[config.mk]
export PLATFORM = sky130hd
export DESIGN_NAME = dtrc_div
export DESIGN_NICKNAME = d
export VERILOG_FILES = /design/src/rtl/dtrc_pkg.sv /design/src/rtl/dtrc_div.sv
export VERILOG_INCLUDE_DIRS = /design/src /design/src/rtl
export SDC_FILE = /design/constraint.sdc
export NUM_CORES = 2
export LEC_CHECK = 0
export BUFFER_PORTS_ARGS = -buffer_cell sky130_fd_sc_hd__buf_2
export CAP_MARGIN = 10
export CELL_PAD_IN_SITES_DETAIL_PLACEMENT = 1
export CELL_PAD_IN_SITES_GLOBAL_PLACEMENT = 1
export CORE_ASPECT_RATIO = 2
export CORE_UTILIZATION = 55
export CTS_CLUSTER_SIZE = 25
export DETAILED_ROUTE_END_ITERATION = 7
export GPL_ROUTABILITY_DRIVEN = 0
export PLACE_DENSITY = 0.92
export SETUP_SLACK_MARGIN = 0.2
export SLEW_MARGIN = 10
export SYNTH_ARGS = -nofsm -noshare
export SYNTH_HDL_FRONTEND = slang
export SYNTH_SLANG_ARGS = --single-unit
[constraint.sdc]
create_clock -name clock -period 29.1 [get_ports clock]
set_clock_uncertainty 0.1 [all_clocks]
set_input_delay 8.73 -clock clock [delete_from_list [all_inputs] [get_ports clock]]
set_output_delay 8.73 -clock clock [all_outputs]
set_load 0.005 [all_outputs]
[src/rtl/dip_direction_to_rgb_color_assert.svh]
// Assertion macros shared by the dip-to-color RTL.
// Users must have signals named clock and reset in scope.
`ifndef DIP_DIRECTION_TO_RGB_COLOR_ASSERT_SVH
`define DIP_DIRECTION_TO_RGB_COLOR_ASSERT_SVH

// Same-cycle implication, checked at every rising edge outside reset.
`define DTRC_ASSERT_IMPL(label, ante, cons) \
   label: assert property (@(posedge clock) disable iff (reset) (ante) |-> (cons)) \
      else $error("dtrc: assertion failed");

// Next-cycle implication, checked at every rising edge outside reset.
`define DTRC_ASSERT_NEXT(label, ante, cons) \
   label: assert property (@(posedge clock) disable iff (reset) (ante) |=> (cons)) \
      else $error("dtrc: assertion failed");

`endif

[src/rtl/dtrc_pkg.sv]
// Package for the dip/dip-direction to RGB color block.
// Holds widths, constants, register indexes and the payload structs; no dependencies.
package dtrc_pkg;

   localparam int ANGLE_FRAC_BITS = 6;

   localparam int DIP_W   = 13;
   localparam int DIR_W   = 15;
   localparam int CHAN_W  = 8;
   localparam int NORTH_W = 9;
   localparam int WIN_W   = 7;
   localparam int DEG_W   = 10;

   localparam int FULL_DEG = 360;
   localparam int HALF_DEG = 180;
   localparam int FULL     = FULL_DEG << ANGLE_FRAC_BITS;

   localparam int HUE_W  = $clog2(FULL);
   localparam int WINX_W = WIN_W + ANGLE_FRAC_BITS;
   localparam int SAT_W  = (DIP_W > WINX_W) ? DIP_W : WINX_W;
   localparam int DIR_QB = $clog2((1 << DIR_W) / FULL + 1);
   localparam int DIRX_W = HUE_W + DIR_QB + 1;
   localparam int H6_W   = HUE_W + 3;
   localparam int DEN_W  = SAT_W + HUE_W;
   localparam int V_W    = DEN_W + CHAN_W;

   localparam int NUM_SECTORS = 6;
   localparam int SECT_W      = 3;
   localparam int DIV_STEPS   = CHAN_W;

   localparam int CSR_INDEX_W = 3;
   localparam int CSR_DATA_W  = NORTH_W;

   localparam logic [NORTH_W-1:0] NORTH_RESET = '0;
   localparam logic [WIN_W-1:0]   MIN_RESET   = '0;
   localparam logic [WIN_W-1:0]   MAX_RESET   = WIN_W'(90);

   typedef enum logic [CSR_INDEX_W-1:0] {
      CSR_NORTH_ANGLE = 3'd0,
      CSR_INVERT_HUE  = 3'd1,
      CSR_LOWER_HEMI  = 3'd2,
      CSR_STRETCH_MIN = 3'd3,
      CSR_STRETCH_MAX = 3'd4
   } csr_index_type;

   // Hue sectors of the six-sector conversion, in order around the wheel.
   typedef enum logic [SECT_W-1:0] {
      SECT_R_TO_Y = 3'd0,
      SECT_Y_TO_G = 3'd1,
      SECT_G_TO_C = 3'd2,
      SECT_C_TO_B = 3'd3,
      SECT_B_TO_M = 3'd4,
      SECT_M_TO_R = 3'd5
   } sector_type;

   typedef struct packed {
      logic [DIP_W-1:0] dip;
      logic [DIR_W-1:0] dip_dir;
   } req_type;

   typedef struct packed {
      logic [CHAN_W-1:0] red;
      logic [CHAN_W-1:0] green;
      logic [CHAN_W-1:0] blue;
   } rsp_type;

   typedef struct packed {
      logic [NORTH_W-1:0] north_angle;
      logic               invert_hue;
      logic               lower_hemisphere;
      logic [WIN_W-1:0]   stretch_min;
      logic [WIN_W-1:0]   stretch_max;
   } cfg_type;

   typedef struct packed {
      logic [SAT_W-1:0] sn;
      logic [SAT_W-1:0] sd;
      sector_type       sector;
      logic [HUE_W-1:0] r;
      logic [HUE_W-1:0] fr;
   } front_type;

   typedef struct packed {
      logic [V_W-1:0]   vq;
      logic [V_W-1:0]   vt;
      logic [V_W-1:0]   vp;
      logic [DEN_W-1:0] den;
      sector_type       sector;
   } mul_type;

   typedef struct packed {
      logic [CHAN_W-1:0] q;
      logic [CHAN_W-1:0] t;
      logic [CHAN_W-1:0] p;
      sector_type        sector;
   } div_type;

endpackage

[src/rtl/dtrc_div.sv]
// Restoring divider pipeline: one quotient bit per stage for three channels in parallel.
// Eight register stages with per-stage valid bits; depends on dtrc_pkg.
`include "dip_direction_to_rgb_color_assert.svh"

module dtrc_div import dtrc_pkg::*; (
   input  logic    clock,
   input  logic    reset,
   input  logic    up_valid,
   output logic    up_ready,
   input  mul_type up_data,
   output logic    ds_valid,
   input  logic    ds_ready,
   output div_type ds_data
);

   typedef struct packed {
      logic [V_W-1:0]    rem_q;
      logic [V_W-1:0]    rem_t;
      logic [V_W-1:0]    rem_p;
      logic [CHAN_W-1:0] quo_q;
      logic [CHAN_W-1:0] quo_t;
      logic [CHAN_W-1:0] quo_p;
      logic [DEN_W-1:0]  den;
      sector_type        sector;
   } dstage_type;

   logic [DIV_STEPS-1:0] vld_ff, vld_in, en;
   dstage_type           st_ff  [DIV_STEPS];
   dstage_type           st_in  [DIV_STEPS];
   dstage_type           st_src [DIV_STEPS];
   logic [V_W-1:0]       last_den;
   logic                 rem_ok;

   // One restoring step: returns the quotient bit above the new remainder.
   function automatic logic [V_W:0] div_step(input logic [V_W-1:0] rem,
                                             input logic [V_W-1:0] dv);
      logic hit;
      hit = (rem >= dv);
      return {hit, hit ? rem - dv : rem};
   endfunction

   always_comb begin
      en[DIV_STEPS-1] = !vld_ff[DIV_STEPS-1] || ds_ready;
      for (int i = DIV_STEPS - 2; i >= 0; i--) begin
         en[i] = !vld_ff[i] || en[i+1];
      end
      vld_in[0] = en[0] ? up_valid : vld_ff[0];
      for (int i = 1; i < DIV_STEPS; i++) begin
         vld_in[i] = en[i] ? vld_ff[i-1] : vld_ff[i];
      end
   end

   always_comb begin
      st_src[0].rem_q  = up_data.vq;
      st_src[0].rem_t  = up_data.vt;
      st_src[0].rem_p  = up_data.vp;
      st_src[0].quo_q  = '0;
      st_src[0].quo_t  = '0;
      st_src[0].quo_p  = '0;
      st_src[0].den    = up_data.den;
      st_src[0].sector = up_data.sector;
   end

   for (genvar j = 1; j < DIV_STEPS; j++) begin : g_src
      assign st_src[j] = st_ff[j-1];
   end

   // Stage j decides quotient bit DIV_STEPS-1-j against den shifted to that weight.
   for (genvar j = 0; j < DIV_STEPS; j++) begin : g_step
      localparam int BIT = DIV_STEPS - 1 - j;
      logic [V_W-1:0] dv;
      logic [V_W:0]   rq, rt, rp;

      always_comb begin
         dv = V_W'(st_src[j].den) << BIT;
         rq = div_step(st_src[j].rem_q, dv);
         rt = div_step(st_src[j].rem_t, dv);
         rp = div_step(st_src[j].rem_p, dv);
         st_in[j]            = st_src[j];
         st_in[j].rem_q      = rq[V_W-1:0];
         st_in[j].rem_t      = rt[V_W-1:0];
         st_in[j].rem_p      = rp[V_W-1:0];
         st_in[j].quo_q[BIT] = rq[V_W];
         st_in[j].quo_t[BIT] = rt[V_W];
         st_in[j].quo_p[BIT] = rp[V_W];
      end

      always_ff @(posedge clock) begin
         if (en[j]) begin
            st_ff[j] <= st_in[j];
         end
      end
   end

   always_ff @(posedge clock) begin
      if (reset) begin
         vld_ff <= '0;
      end else begin
         vld_ff <= vld_in;
      end
   end

   assign up_ready       = en[0];
   assign ds_valid       = vld_ff[DIV_STEPS-1];
   assign ds_data.q      = st_ff[DIV_STEPS-1].quo_q;
   assign ds_data.t      = st_ff[DIV_STEPS-1].quo_t;
   assign ds_data.p      = st_ff[DIV_STEPS-1].quo_p;
   assign ds_data.sector = st_ff[DIV_STEPS-1].sector;

   assign last_den = V_W'(st_ff[DIV_STEPS-1].den);
   assign rem_ok   = (st_ff[DIV_STEPS-1].rem_q < last_den)
                   && (st_ff[DIV_STEPS-1].rem_t < last_den)
                   && (st_ff[DIV_STEPS-1].rem_p < last_den);

   // After the last step every remainder is below the divisor.
   `DTRC_ASSERT_IMPL(a_div_rem, vld_ff[DIV_STEPS-1], rem_ok)
   // A finished quotient that is held back keeps its value.
   `DTRC_ASSERT_NEXT(a_div_hold, vld_ff[DIV_STEPS-1] && !ds_ready, vld_ff[DIV_STEPS-1] && $stable(ds_data))

endmodule

=== Word-level counts from Yosys, hierarchy flattened ===
Memory sizes are Yosys's and may differ from the RTL's.
Index checks and enable logic that the tools add are counted.
Widths: inputs -> output; s select.

* $add $sub $neg: 24
* $lt $le $gt $ge: 24
* Mux-type cells: 40
* Reduce and logical (&&, ||, !) cells: 16

{| class="wikitable"
|+ Operator list
! kind !! count
|-
| $mux 36 || 24
|-
| $ge 36x28->1 || 3
|-
| $ge 36x29->1 || 3
|-
| $ge 36x30->1 || 3
|-
| $ge 36x31->1 || 3
|-
| $ge 36x32->1 || 3
|-
| $ge 36x33->1 || 3
|-
| $ge 36x34->1 || 3
|-
| $ge 36x35->1 || 3
|-
| $sub 36x28->36 || 3
|-
| $sub 36x29->36 || 3
|-
| $sub 36x30->36 || 3
|-
| $sub 36x31->36 || 3
|-
| $sub 36x32->36 || 3
|-
| $sub 36x33->36 || 3
|-
| $sub 36x34->36 || 3
|-
| $sub 36x35->36 || 3
|-
| $mux 1 || 16
|-
| $logic_not 1->1 || 8
|-
| $logic_or 1x1->1 || 8
|}

* Flip-flop bits (word level): 8
* Bits in writable memories: 1304
* Input port bits: 143
* Output and inout bits: 29
* Logic and storage cells: 113
* Memories kept: 1

{| class="wikitable"
|+ Memory list
! name !! depth !! bits a word !! read ports !! clocked after Yosys merged registers in !! write ports !! line !! text
|-
| st_ff || 8 || 163 || 8 || 0 || 8 || dtrc_div.sv:28 || <nowiki>dstage_type st_ff [DIV_STEPS];</nowiki>
|}

=== Logic depth before layout (Yosys ltp) ===
* Depth after elaboration: 11
* Gate-level depth with buffers: 14
* Mapped depth without buffers: 13

=== Worst setup path after synthesis ===
No wires, ideal clock.

* Path kind: input -> output
* Start point: in ds_ready
* End point: out up_ready
* Data arrival time: 16.360 ns
* Required time: 20.270 ns
* Path slack: 3.910 ns
* Cell stages on the path: 6
* Path buffers: 1
* Cells stage by stage: nor2b_1 > and2_1 > and3_1 > clkbuf_1 > nand4_1 > or2_2

* Word-level cells in the longest chain between the ends: 8

{| class="wikitable"
|+ Ends and longest elaborated chain
! element !! line !! text
|-
| from (decl) || dtrc_div.sv:12 || <nowiki>input logic ds_ready,</nowiki>
|-
| $logic_or 1x1->1 || dtrc_div.sv:43 || <nowiki>en[DIV_STEPS-1] = !vld_ff[DIV_STEPS-1] || ds_ready;</nowiki>
|-
| $logic_or 1x1->1 (6 in a row) || dtrc_div.sv:45 || <nowiki>en[i] = !vld_ff[i] || en[i+1];</nowiki>
|-
| named net en[1] || dtrc_div.sv:27 || <nowiki>logic [DIV_STEPS-1:0] vld_ff, vld_in, en;</nowiki>
|-
| $logic_or 1x1->1 || dtrc_div.sv:45 ||
|-
| to (decl) || dtrc_div.sv:9 || <nowiki>output logic up_ready,</nowiki>
|}

The timed path passes the listed nets, and every way through them passes these cells.

=== Worst setup path after layout ===
Same ends and word-level chain as after synthesis.

==> results.md <==
- Outcome: finished clean
- Minimum clock period: 19.95 ns
- FP Rows: 190
- Reg2Reg Depth: 12
- Starting Density: 55.45%
- Largest net degree at the start of global routing: slightly above 80
- Number of synthesized flops with an enable pin: around 1100
- Die area: about 140000 µm²
- Min-Delay Path Class: flop to flop
- Final setup viols: 0
- Setup crit start kind: input pin
- FF-to-FF setup slack: 23.19 ns
- Crit path arrival time: 11.12 ns
- Crit path top cell by count: buf_2
- Post-Synthesis Cell Area: 74210 µm²
- Hold Path Stages: 0
- Critical path origin: ds_ready
- Post-CTS setup buffers: 0
- PortBufs: 171
- HPWL after DPL: 215200 µm
- Rel. slew slack: under 10%
- Final TNS setup: 0 ns
- Final Slew Violations: 0
- Peak Freq: between 0.05 and 0.06 GHz
- CP peak stage delay: approximately 0.53 ns
- Worst Setup End Kind: output port
- Clock Tree Buf Depth: 3
- RR Startpoint: st_ff[0][619]
- Clock transition at path regs: 0.06 ns
- Routed Wire Length: 287900 µm
- Largest area contributor in the netlist: edfxtp_1
- Leak pwr: approximately 33 nW
- Synth top area share: a little over two fifths
- Antenna violations before repair: 22
- Layout cell share with drive strength beyond 1: between 8 and 9%
- Synthesis-stage register bit count: approximately 1100
- CTS H-Tree Depth: 3
- Synth cell count leaders: edfxtp_1 (1084), a21oi_1 (680), ha_1 (672)
- WL/cell: 31.00 µm
- Max stage delay cell, worst path: and3_1
- Pwr Total: 9.427 mW
- Total GRT Usage: about 43%
- Core region area: 133800 µm²
- Chip width: 261.7 µm
- Syn nets: 8185
- Crit path max fanout: 33
- P per Cell Area: between 100 and 150 nW/µm²
- Worst slew pin tran: 1.422 ns
- Tcrit/Tclk final: 68.55%
- DRC: 0
- Cts hold-fix bufs: 0
- Synth Flop Type: edfxtp_1
- Sink Count: 1092
- Hold Fails Final Rpt: 0
- CTS tree: yes
- Resized Gates After CTS: 0
- Vias in the first global route: ~71000
- Final ANT Viol Nets: 0
- MaxCap Viol Count: 0
- Number of top-level pins: between 150 and 200
- First-pass GRT wire length: about 430000 µm
- Crit path to: up_ready
- CTS Buf Count: between 90 and 100
- CP Cell Sequence: buf_2, nor2b_1, and2_1, and3_1, nand4_1, buf_4, or2_4, buf_2
- Area growth syn-to-layout: 8.111%
- RR Endpoint: st_ff[1][130]
- Post-Syn Instances: 7349
- Gr ovfl total: 0
- CP Class: input pin to output port
- DIE HEIGHT: about 520 µm
- Nets: a little over 8000
- Library cells used by synthesis: 95
- Peak VDD IR: 0.00008161 V
- Utilization after layout: roughly three fifths
- Unrepaired setup endpoints after global routing: no
- Clock Latency Late Sink: 0.83 ns
- 1st-iter DRT viols: approximately 4700
- Clock root cell: clkbuf_16
- Syn Area/Cell: between 10 and 15 µm²
- Sequential area share after synthesis: 44.08%
- Vias/cell: 6.932
- Synth top area cells: edfxtp_1 (44%), ha_1 (11%), a21oi_1 (4.6%), o21ai_0 (3.7%), xnor2_1 (3.6%)
- Via count: around 64000
- Top-count cell post-synth: edfxtp_1
- Asr flop ratio synth: 0%
- Synth Warn #: 0
- CP required: approximately 20 ns
- DR pass1 iterations: 6
## cells in the final DEF, fill, tap and decap left out, types with 62 or more instances in the layout
master        n
nor3_1      131
a21oi_1     678
nand2_1     605
nor2_1      557
nor2b_1     100
nand3_1     120
and3_1       78
nand4_1     113
ha_1        671
a21o_1      270
xnor2_1     306
mux2_2      147
a211oi_1     66
buf_2       172
o21ai_0     543
o21a_1      130
inv_1       375
nand2b_1     86
xor2_1      240
a31oi_1      71
o21bai_1     62
clkbuf_16   100
edfxtp_1   1084
## report_power, final
| group | internal, mW | total (mW) | switching, mW |
|---|---|---|---|
| registers | 2.55 | 2.94 | 0.392 |
| logic | 1.89 | 5.12 | 3.22 |
| clock network | 0.709 | 1.37 | 0.662 |
| total | 5.15 | 9.43 | 4.28 |
## worst max-delay path, delay by kind of cell
family,cells,cell delay [ns]
buf+inv,3,0.62
simple gates,5,1.72
## routing by layer
metal	vias up	share of wire [%]	GRT usage, %	routed length [µm]
li1	27680	-	-	-
met1	31180	29	35.25	83230
met2	3536	50	74.37	145100
met3	1970	6.1	11.30	17440
met4	20	15	51.13	42080
met5	-	0.039	0.1082	113
## kinds of logic after synthesis
group | synth area share, %
flip-flops | 44.08
adder cells (fa/ha/maj) | 11.90
buffers and inverters | 3.227
XOR/XNOR | 6.444
multiplexers | 2.298
AO/OA/AOI/OAI | 18.73
AND/OR/NAND/NOR | 13.33
## registers in the layout, summed over array words and instances, names as in the netlist
| name | cells |
|---|---|
| st_ff | 1084 |
| vld_ff | 8 |
## how the worst min path moves through the flow
stage | from | to
global placement | st_ff[0][327] | st_ff[0][490]
detailed placement | st_ff[0][165] | st_ff[0][328]
global route | st_ff[1][2] | st_ff[1][165]
finish | st_ff[1][328] | st_ff[1][491]
CTS | st_ff[1][328] | st_ff[1][491]
floorplan | st_ff[0][0] | st_ff[0][163]
## layout make-up
class	count	area [µm²]
tap	1728	2162
antenna	16	40.04
clock inverter	64	645.6
multi-input combinational	5662	39350
timing repair buffer	233	1330
inverter	378	1429
sequential	1092	32710
fill	14520	53610
clock buffer	115	2559
## through the flow
step | hold WS [ns] | worst slack (ns) | area [µm²] | cells
after floorplan | 0.3003 | 3.910 | 74210 | 7349
after global placement | 0.3026 | 9.304 | 76830 | 9084
after detailed placement | 0.3057 | 9.196 | 76830 | 9084
after CTS | 0.3106 | 9.139 | 80030 | 9263
after global routing | 0.3233 | 8.995 | 80210 | 9279
final | 0.3037 | 9.153 | 80230 | 9288
No activity file was read; power rests on OpenSTA's default activity.
