[config.mk]
export PLATFORM = sky130hd
export DESIGN_NAME = dtrc_mul
export DESIGN_NICKNAME = d
export VERILOG_FILES = /design/src/rtl/dtrc_pkg.sv /design/src/rtl/dtrc_mul.sv
export VERILOG_INCLUDE_DIRS = /design/src /design/src/rtl
export SDC_FILE = /design/constraint.sdc
export NUM_CORES = 1
export LEC_CHECK = 0
export BUFFER_PORTS_ARGS = -buffer_cell sky130_fd_sc_hd__clkbuf_2
export CORE_MARGIN = 3
export CORE_UTILIZATION = 30
export DETAILED_ROUTE_END_ITERATION = 8
export PLACE_DENSITY = 0.5
export SETUP_SLACK_MARGIN = 0.5
export SLEW_MARGIN = 5
export SYNTH_ARGS = -nofsm -noshare
export SYNTH_HDL_FRONTEND = slang
export SYNTH_SLANG_ARGS = --single-unit
[constraint.sdc]
create_clock -name clock -period 11.29 [get_ports clock]
set_input_delay 0.5645 -clock clock [delete_from_list [all_inputs] [get_ports clock]]
set_output_delay 0.5645 -clock clock [all_outputs]
set_load 0.1 [all_outputs]
[src/rtl/dip_direction_to_rgb_color_assert.svh]
// Assertion macros shared by the dip-to-color RTL.
// Users must have signals named clock and reset in scope.
`ifndef DIP_DIRECTION_TO_RGB_COLOR_ASSERT_SVH
`define DIP_DIRECTION_TO_RGB_COLOR_ASSERT_SVH

// Same-cycle implication, checked at every rising edge outside reset.
`define DTRC_ASSERT_IMPL(label, ante, cons) \
   label: assert property (@(posedge clock) disable iff (reset) (ante) |-> (cons)) \
      else $error("dtrc: assertion failed");

// Next-cycle implication, checked at every rising edge outside reset.
`define DTRC_ASSERT_NEXT(label, ante, cons) \
   label: assert property (@(posedge clock) disable iff (reset) (ante) |=> (cons)) \
      else $error("dtrc: assertion failed");

`endif

[src/rtl/dtrc_pkg.sv]
// Package for the dip/dip-direction to RGB color block.
// Holds widths, constants, register indexes and the payload structs; no dependencies.
package dtrc_pkg;

   localparam int ANGLE_FRAC_BITS = 6;

   localparam int DIP_W   = 13;
   localparam int DIR_W   = 15;
   localparam int CHAN_W  = 8;
   localparam int NORTH_W = 9;
   localparam int WIN_W   = 7;
   localparam int DEG_W   = 10;

   localparam int FULL_DEG = 360;
   localparam int HALF_DEG = 180;
   localparam int FULL     = FULL_DEG << ANGLE_FRAC_BITS;

   localparam int HUE_W  = $clog2(FULL);
   localparam int WINX_W = WIN_W + ANGLE_FRAC_BITS;
   localparam int SAT_W  = (DIP_W > WINX_W) ? DIP_W : WINX_W;
   localparam int DIR_QB = $clog2((1 << DIR_W) / FULL + 1);
   localparam int DIRX_W = HUE_W + DIR_QB + 1;
   localparam int H6_W   = HUE_W + 3;
   localparam int DEN_W  = SAT_W + HUE_W;
   localparam int V_W    = DEN_W + CHAN_W;

   localparam int NUM_SECTORS = 6;
   localparam int SECT_W      = 3;
   localparam int DIV_STEPS   = CHAN_W;

   localparam int CSR_INDEX_W = 3;
   localparam int CSR_DATA_W  = NORTH_W;

   localparam logic [NORTH_W-1:0] NORTH_RESET = '0;
   localparam logic [WIN_W-1:0]   MIN_RESET   = '0;
   localparam logic [WIN_W-1:0]   MAX_RESET   = WIN_W'(90);

   typedef enum logic [CSR_INDEX_W-1:0] {
      CSR_NORTH_ANGLE = 3'd0,
      CSR_INVERT_HUE  = 3'd1,
      CSR_LOWER_HEMI  = 3'd2,
      CSR_STRETCH_MIN = 3'd3,
      CSR_STRETCH_MAX = 3'd4
   } csr_index_type;

   // Hue sectors of the six-sector conversion, in order around the wheel.
   typedef enum logic [SECT_W-1:0] {
      SECT_R_TO_Y = 3'd0,
      SECT_Y_TO_G = 3'd1,
      SECT_G_TO_C = 3'd2,
      SECT_C_TO_B = 3'd3,
      SECT_B_TO_M = 3'd4,
      SECT_M_TO_R = 3'd5
   } sector_type;

   typedef struct packed {
      logic [DIP_W-1:0] dip;
      logic [DIR_W-1:0] dip_dir;
   } req_type;

   typedef struct packed {
      logic [CHAN_W-1:0] red;
      logic [CHAN_W-1:0] green;
      logic [CHAN_W-1:0] blue;
   } rsp_type;

   typedef struct packed {
      logic [NORTH_W-1:0] north_angle;
      logic               invert_hue;
      logic               lower_hemisphere;
      logic [WIN_W-1:0]   stretch_min;
      logic [WIN_W-1:0]   stretch_max;
   } cfg_type;

   typedef struct packed {
      logic [SAT_W-1:0] sn;
      logic [SAT_W-1:0] sd;
      sector_type       sector;
      logic [HUE_W-1:0] r;
      logic [HUE_W-1:0] fr;
   } front_type;

   typedef struct packed {
      logic [V_W-1:0]   vq;
      logic [V_W-1:0]   vt;
      logic [V_W-1:0]   vp;
      logic [DEN_W-1:0] den;
      sector_type       sector;
   } mul_type;

   typedef struct packed {
      logic [CHAN_W-1:0] q;
      logic [CHAN_W-1:0] t;
      logic [CHAN_W-1:0] p;
      sector_type        sector;
   } div_type;

endpackage

[src/rtl/dtrc_mul.sv]
// Product stages: scales the sector terms by saturation and forms 255 times each numerator.
// Three register stages with per-stage valid bits; depends on dtrc_pkg.
`include "dip_direction_to_rgb_color_assert.svh"

module dtrc_mul import dtrc_pkg::*; (
   input  logic      clock,
   input  logic      reset,
   input  logic      up_valid,
   output logic      up_ready,
   input  front_type up_data,
   output logic      ds_valid,
   input  logic      ds_ready,
   output mul_type   ds_data
);

   localparam int STAGES = 3;

   typedef struct packed {
      logic [DEN_W-1:0] a_q;
      logic [DEN_W-1:0] a_t;
      logic [DEN_W-1:0] a_p;
      logic [DEN_W-1:0] den;
      sector_type       sector;
   } prod_type;

   logic [STAGES-1:0] vld_ff, vld_in, en;
   prod_type m1_ff, m1_in;
   prod_type m2_ff, m2_in;
   mul_type  m3_ff, m3_in;
   logic     terms_ok;

   always_comb begin
      en[STAGES-1] = !vld_ff[STAGES-1] || ds_ready;
      for (int i = STAGES - 2; i >= 0; i--) begin
         en[i] = !vld_ff[i] || en[i+1];
      end
      vld_in[0] = en[0] ? up_valid : vld_ff[0];
      for (int i = 1; i < STAGES; i++) begin
         vld_in[i] = en[i] ? vld_ff[i-1] : vld_ff[i];
      end
   end

   // Stage 1: saturation times each sector term, and the common denominator.
   always_comb begin
      m1_in.a_q    = DEN_W'(up_data.sn) * DEN_W'(up_data.r);
      m1_in.a_t    = DEN_W'(up_data.sn) * DEN_W'(up_data.fr);
      m1_in.a_p    = DEN_W'(up_data.sn) * DEN_W'(FULL);
      m1_in.den    = DEN_W'(up_data.sd) * DEN_W'(FULL);
      m1_in.sector = up_data.sector;
   end

   // Stage 2: numerators of one minus each scaled term.
   always_comb begin
      m2_in.a_q    = m1_ff.den - m1_ff.a_q;
      m2_in.a_t    = m1_ff.den - m1_ff.a_t;
      m2_in.a_p    = m1_ff.den - m1_ff.a_p;
      m2_in.den    = m1_ff.den;
      m2_in.sector = m1_ff.sector;
   end

   // Stage 3: 255 times each numerator, as a shift and a subtract.
   always_comb begin
      m3_in.vq     = (V_W'(m2_ff.a_q) << CHAN_W) - V_W'(m2_ff.a_q);
      m3_in.vt     = (V_W'(m2_ff.a_t) << CHAN_W) - V_W'(m2_ff.a_t);
      m3_in.vp     = (V_W'(m2_ff.a_p) << CHAN_W) - V_W'(m2_ff.a_p);
      m3_in.den    = m2_ff.den;
      m3_in.sector = m2_ff.sector;
   end

   always_ff @(posedge clock) begin
      if (reset) begin
         vld_ff <= '0;
      end else begin
         vld_ff <= vld_in;
      end
   end

   always_ff @(posedge clock) begin
      if (en[0]) begin
         m1_ff <= m1_in;
      end
      if (en[1]) begin
         m2_ff <= m2_in;
      end
      if (en[2]) begin
         m3_ff <= m3_in;
      end
   end

   assign up_ready = en[0];
   assign ds_valid = vld_ff[STAGES-1];
   assign ds_data  = m3_ff;

   assign terms_ok = (m1_ff.den != '0) && (m1_ff.a_q <= m1_ff.den)
                   && (m1_ff.a_t <= m1_ff.den) && (m1_ff.a_p <= m1_ff.den);

   // Every scaled term fits under the denominator, so no numerator wraps.
   `DTRC_ASSERT_IMPL(a_mul_terms, vld_ff[0], terms_ok)

endmodule

Word level (Yosys, flattened, before mapping)

Cells that the tools add are included.

$add $sub $neg: 6
Multipliers: 4
Reduce and logical (&&, ||, !) cells: 6

Operators with widths:

| kind                                               | number |
|---|---|
| subtractor 36 x 28 -> 36 bit                       | 3 |
| subtractor 28 bit                                  | 3 |
| multiplier 13 x 15 -> 28 bit                       | 2 |
| multiplier 13 x 6 -> 19 bit, second input constant | 2 |
| zero test 1 bit                                    | 3 |
| logical OR 1 bit                                   | 3 |

Flip-flop bits (word level): 336
Input bits: 63
Output and inout port bits: 141
Word-level logic and storage cells: 34

Logic depth before layout (Yosys ltp)

Gate-level depths: netlist (run 1).

Word-level depth: 4
Gate-level depth with buffers: 21

Least setup slack after synthesis (run 1)

Ideal clock, no wire load.

Path type: input to register
Start: in up_data[7] (netlist bit)
End: reg m1_ff[83] (netlist bit), data pin
Library setup time: 265 ps
Data arrival time: 5610 ps
Required time: 11025 ps
Path slack: 5415 ps
Stages: 21
Path buffers: 2
Path through: clkbuf_1 -> and2_1 -> fa_1 -> inv_1 -> fa_1 -> inv_1 -> fa_1 -> inv_1 -> fa_1 -> fa_1 -> inv_1 -> ha_1 -> buf_6 -> a2111o_1 -> a31o_2 -> a21oi_1 -> o21ai_0 -> and3_1 -> a31oi_1 -> o21ai_0 -> xor2_1

RTL lines:

| what                 | line           | RTL |
|---|---|---|
| from (decl)          | dtrc_mul.sv:10 | `input front_type up_data,` |
| to (signal assigned) | dtrc_mul.sv:80 | `m1_ff <= m1_in;` |
| to (decl)            | dtrc_mul.sv:27 | `prod_type m1_ff, m1_in;` |

==> results of run 1 <==
routing by layer:
layer  vias up  routed length (um)  track usage (%)
li1      10700                   -                -
met1     10700               39300             21.0
met2       339               35700             23.5
met3        72                2790             1.58
met4         0                1590             3.31
met5         -                   0                0
cell type report:
cell class	instances	area share, %
Inverter	591	6.24
Antenna cell	1	0.00703
Timing Repair Buffer	197	2.85
Sequential cell	318	26.7
Tap cell	1391	4.89
Multi-Input combinational cell	2184	55.9
Clock inverter	22	0.713
Clock buffer	40	2.63
critical path, cell delays in order:
cell and delay [ns]:
clkbuf_2 0.47, and2_1 0.35, fa_1 0.53, inv_1 0.05, fa_1 0.48, inv_1 0.05
fa_1 0.49, inv_1 0.05, fa_1 0.48, fa_1 0.49, inv_1 0.04, ha_1 0.37
a2111o_1 0.45, a31o_2 0.23, a21oi_1 0.31, o21ai_0 0.15, and3_1 0.21, o21ai_0 0.26
o21ai_0 0.18, xor2_1 0.17
how the worst max path moves through the flow:
| stage | startpoint | to | cells after the start |
|---|---|---|---|
| after floorplan | up_data[7] | m1_ff[83] | 21 |
| after global placement | up_data[47] | m1_ff[85] | 20 |
| after detailed placement | up_data[47] | m1_ff[85] | 20 |
| after CTS | up_data[47] | m1_ff[85] | 20 |
| final | up_data[47] | m1_ff[85] | 20 |
| after global routing | up_data[47] | m1_ff[85] | 20 |
per-stage QoR:
step | hold slack (ns) | worst slack [ns] | util [%] | area [um^2] | cells
3_3_place_gp | 0.402 | 4.67 | 32.6 | 34400 | 4681
5_1_grt | 0.177 | 4.76 | 33.7 | 35600 | 4743
6_report | 0.202 | 5.17 | 33.7 | 35600 | 4744
4_1_cts | 0.156 | 5.18 | 33.7 | 35600 | 4743
3_5_place_dp | 0.405 | 4.59 | 32.6 | 34400 | 4681
2_1_floorplan | 0.400 | 5.42 | - | 32100 | 3199
flip-flops by register name, indices dropped and copies added, names as in the netlist:
signal	cells
ds_data	121
m1_ff	97
m2_ff	97
vld_ff	3
layout by cell type (no fill, tap or decap), types with 14 or more instances in the layout:
| master | Yosys | final |
|---|---|---|
| xor2_1 | 67 | 67 |
| fa_1 | 327 | 327 |
| nand2b_1 | 24 | 24 |
| o21ai_0 | 89 | 89 |
| nand2_1 | 298 | 297 |
| a21oi_1 | 152 | 152 |
| a21o_1 | 79 | 79 |
| clkbuf_16 | 0 | 37 |
| nor2_1 | 92 | 92 |
| nand3_1 | 37 | 37 |
| conb_1 | 1 | 18 |
| ha_1 | 326 | 326 |
| a31oi_1 | 20 | 20 |
| and3_1 | 15 | 15 |
| edfxtp_1 | 315 | 315 |
| o21a_1 | 23 | 23 |
| inv_1 | 591 | 589 |
| clkbuf_2 | 0 | 185 |
| and2_1 | 201 | 201 |
| nor3_1 | 31 | 31 |
| nor2b_1 | 28 | 28 |
| o21bai_1 | 22 | 22 |
| nor4_1 | 14 | 14 |
| nand4_1 | 15 | 15 |
| xnor2_1 | 148 | 148 |
cell families (layout without fill, tap and decap cells):
logic type / Yosys count / in the layout
AOI/OAI and AO/OA: 493 / 493
xor gates and xnor gates: 215 / 215
adders and majority gates: 653 / 653
buffers and inverters: 697 / 850
DFF: 318 / 318
muxes: 2 / 2
other: 1 / 19
and+or+nand+nor: 803 / 803
==> results.sh, run 1 <==
export IMPL_muxShareOfSynthArea_pct=0.0625
export IMPL_nNetsFinal=4045
export IMPL_rr_startpoint="m1_ff[12]"
export IMPL_end_kind="register"
export IMPL_first_global_vias=22800
export IMPL_cts_tree="built"
export IMPL_setup_tns_ns=0
export IMPL_post_cts_resized=0
export IMPL_regToRegEndpoint="m2_ff[52]"
export IMPL_synth_common_cells="591 x inv_1, 327 x fa_1, 326 x ha_1"
export IMPL_max_slew_margin_pct=38.8
export IMPL_ys_warn_count=0
export IMPL_crit_fanout=33
export IMPL_synth_seq_area_share_pct=29.7
export IMPL_cap_viol_max_count=0
export IMPL_post_cts_buffers=0
export IMPL_fp_dieW_um=333
export IMPL_min_path_type="in -> reg"
export IMPL_area_delta_synth_final_pct=11.1
export IMPL_ctsHoldBuffers=0
export IMPL_initial_core_util_pct=30.3
export IMPL_clkSinkCount=318
export IMPL_cp_required_ns=11.57
export IMPL_synth_edff_count=315
export IMPL_whs_endpoint="m1_ff[0]"
export IMPL_clkTransAtPathRegs_ns=0.06
export IMPL_yosysMostFrequentCell="inv_1"
export IMPL_synth_main_ff_cell="edfxtp_1"
export IMPL_hold_viol_final=0
export IMPL_fill_cells=10900
export IMPL_cts_buffers_inserted=37
export IMPL_grtUsageTotal_pct=14.6
export IMPL_critPathLaunchType="input port"
export IMPL_period_needed_ns=6.12
export IMPL_hold_depth=1
export IMPL_place_gp_congestion=0.845
export IMPL_avgViaCountPerCell=4.61
export IMPL_skew_ns=0.0198
export IMPL_synth_simple_area_share_pct=12.7
export IMPL_core_area_mm2=0.106
export IMPL_status="completed"
export IMPL_hpwlAfterDp_mm=62.7
export IMPL_wire_per_inst_um=16.7
export IMPL_synth_xor_xnor_area_share_pct=5.87
export IMPL_path_class="in -> reg"
export IMPL_grt_max_degree=69
export IMPL_drt_iter0_markers=1188
export IMPL_synth_top_area_share_pct=29.5
export IMPL_io_pins=204
export IMPL_ys_seq_elements=318
export IMPL_r2r_slack_ns=8.00
export IMPL_port_buffers=185
export IMPL_r2r_cells=10
export IMPL_async_reset_ff_share_pct=0
export IMPL_synthCells=3182
export IMPL_rsz0062_at_grt="no"
export IMPL_wirelength_mm=79.4
export IMPL_route_detailed_drc=0
export IMPL_synthTopCellsByArea="edfxtp_1 30%, fa_1 20%, ha_1 13%, inv_1 6.9%, xnor2_1 4.0%"
export IMPL_dieArea_mm2=0.111
export IMPL_slew_violations=0
export IMPL_synth_area_leader_cell="edfxtp_1"
export IMPL_h_tree_depth=2
export IMPL_overflow=0
export IMPL_firstDrtPassIters=5
export IMPL_drive_gt1_share_pct=8.53
export IMPL_netlist_area_mm2=0.0321
export IMPL_grt_pass1_wl_mm=129
export IMPL_min_from="up_data[30]"
export IMPL_multi_input_area_mm2=0.0199
export IMPL_num_vias=21900
export IMPL_period_share_pct=54.2
export IMPL_root_buffer="clkbuf_16"
export IMPL_antenna_found_initial=0
export IMPL_drt_antenna_violating_nets=0
export IMPL_synth_top_family_by_area="adder cells"
export IMPL_finalSetupViolCount=0
export IMPL_cp_arrival_ns=6.40
export IMPL_fp_dieH_um=333
export IMPL_ys_types=84
export IMPL_clockBufferDepth=3
export IMPL_regArea_mm2=0.00952
export IMPL_worst_pin_slew_ns=0.918
export IMPL_yosys_area_share_adder_pct=33.1
export IMPL_clk_latency_ns=0.55
export IMPL_syn_area_per_cell_um2=10.1
export IMPL_timing_fmax_ghz=0.163
export IMPL_synth_compound_area_share_pct=10.1
export IMPL_num_rows=119
Power of run 1 is not shown: default switching activity piles up to over one toggle a cycle in this logic, so the estimate is an artifact.
==> inputs of run 2 (changes only) <==
- clock period: 11.29 -> 6.3 ns (I/O delays scaled with it)
==> run 2 against run 1 <==
  * Sequential cell count unchanged
  * Final area is 0.95% higher
  * Register-to-register slack got worse by 5.1 ns
  * Worst setup slack lost 4.3 ns
==> results.sh, run 2 (synthesis results as in run 1) <==
export IMPL_wirelength_mm=81.7
export IMPL_skew_ns=0.0294
export IMPL_first_global_vias=23000
export IMPL_largest_reg_flops=121
export IMPL_hpwlAfterDp_mm=66.2
export IMPL_wire_per_inst_um=17.1
export IMPL_cts_tree="built"
export IMPL_slowest_delay_ns=0.51
export IMPL_critPathSlowestCell="fa_1"
export IMPL_h_tree_depth=2
export IMPL_worst_pin_slew_ns=0.935
export IMPL_crit_buf_inv=6
export IMPL_root_buffer="clkbuf_16"
export IMPL_setup_tns_ns=0
export IMPL_rsz0062_at_grt="no"
export IMPL_antenna_found_initial=0
export IMPL_status="completed"
export IMPL_fp_dieW_um=333
export IMPL_drt_antenna_violating_nets=0
export IMPL_end_kind="register"
export IMPL_grtUsageTotal_pct=14.9
export IMPL_core_area_mm2=0.106
export IMPL_initial_core_util_pct=30.3
export IMPL_path_class="in -> reg"
export IMPL_period_share_pct=87.0
export IMPL_finalSetupViolCount=0
export IMPL_cpMostUsedCell="fa_1"
export IMPL_slew_violations=0
export IMPL_drive_gt1_share_pct=9.34
export IMPL_cap_viol_max_count=0
export IMPL_port_buffers=185
export IMPL_timing_fmax_ghz=0.182
export IMPL_crit_fanout=19
export IMPL_clk_latency_ns=0.57
export IMPL_num_rows=119
export IMPL_fp_dieH_um=333
export IMPL_io_pins=204
export IMPL_worstPathCellList="clkbuf_2 -> buf_4 -> buf_4 -> nand2_1 -> fa_1 -> fa_1 -> inv_1 -> fa_1 -> fa_1 -> inv_1 -> fa_1 -> inv_1 -> ha_1 -> a21o_1 -> a2111oi_0 -> o21ai_0 -> and3_1 -> a31oi_1 -> o21ai_0 -> xor2_1"
export IMPL_final_cell_mix="589 x inv_1, 327 x fa_1, 326 x ha_1"
export IMPL_cp_required_ns=6.59
export IMPL_grt_max_degree=68
export IMPL_grt_pass1_wl_mm=131
export IMPL_nNetsFinal=4084
export IMPL_diodes=0
export IMPL_post_cts_resized=0
export IMPL_cts_buffers_inserted=37
export IMPL_clkTransAtPathRegs_ns=0.05
export IMPL_clockBufferDepth=3
export IMPL_drt_iter0_markers=1116
export IMPL_critPathLaunchType="input port"
export IMPL_min_path_type="in -> reg"
export IMPL_clkSinkCount=318
export IMPL_firstDrtPassIters=5
export IMPL_cp_arrival_ns=5.77
export IMPL_num_vias=22100
export IMPL_max_slew_margin_pct=37.7
export IMPL_dieArea_mm2=0.111
export IMPL_place_gp_congestion=0.843
export IMPL_final_common_cell="inv_1"
export IMPL_route_detailed_drc=0
export IMPL_overflow=0
export IMPL_area_delta_synth_final_pct=12.1
export IMPL_path_delay_family="adder cells"
export IMPL_period_needed_ns=5.48
export IMPL_avgViaCountPerCell=4.61
export IMPL_post_cts_buffers=0
export IMPL_hold_viol_final=0
==> run 2: metrics by stage <==
step	utilization [%]	instance area (um^2)	hold slack (ns)	setup WS (ns)	instances
global route	34.0	35900	0.0819	0.594	4786
finish	34.0	35900	0.0869	0.819	4786
floorplan	-	32100	0.387	0.675	3199
CTS	34.0	35900	0.0418	0.869	4786
global placement	32.8	34700	0.401	0.358	4713
detailed placement	32.8	34700	0.405	0.282	4713
==> run 2: worst reg2reg max path: cells and delay by family, from the launching register on <==
kind / cells / cell delay (ns)
buffers and inverters: 1 / 0.12
and+or+nand+nor: 1 / 0.16
DFF: 1 / 0.68
xor gates and xnor gates: 1 / 0.29
AOI/OAI and AO/OA: 6 / 1.23
adders and majority gates: 2 / 0.66
==> run 2: repair_timing <==
item                                    in CTS  in global routing
hold buffers                                 7                  0
endpoints found under the hold margin        8                  0
endpoints found under the setup margin       0                  0
==> run 2: layout make-up <==
class | instances | area (um^2)
well taps | 1391 | 1740
inverters | 591 | 2220
fillers | 10900 | 69800
clock buffers | 45 | 998
clock inverters | 21 | 198
repair buffers | 236 | 1350
multi-input cells | 2184 | 19900
flip-flops and latches | 318 | 9520
==> run 2: final timing paths <==
kind	cells after the start	endpoint	slack (ns)	from
setup reg to reg	11	m2_ff[58]	2.95	m1_ff[12]
setup / recovery	20	m1_ff[83]	0.82	up_data[51]
hold / removal	4	vld_ff[2]	0.09	ds_ready
hold reg to reg	0	ds_data[1]	0.41	m2_ff[1]
==> run 2: metal layers <==
metal / part of all wire [%] / global-route usage (%) / vias up
met2: 45 / 24.1 / 327
met3: 3.2 / 1.67 / 75
met1: 50 / 21.4 / 10900
met5: 0 / 0 / -
li1: - / - / 10800
met4: 2.0 / 3.60 / 0
Power of run 2 is left out for the same reason.
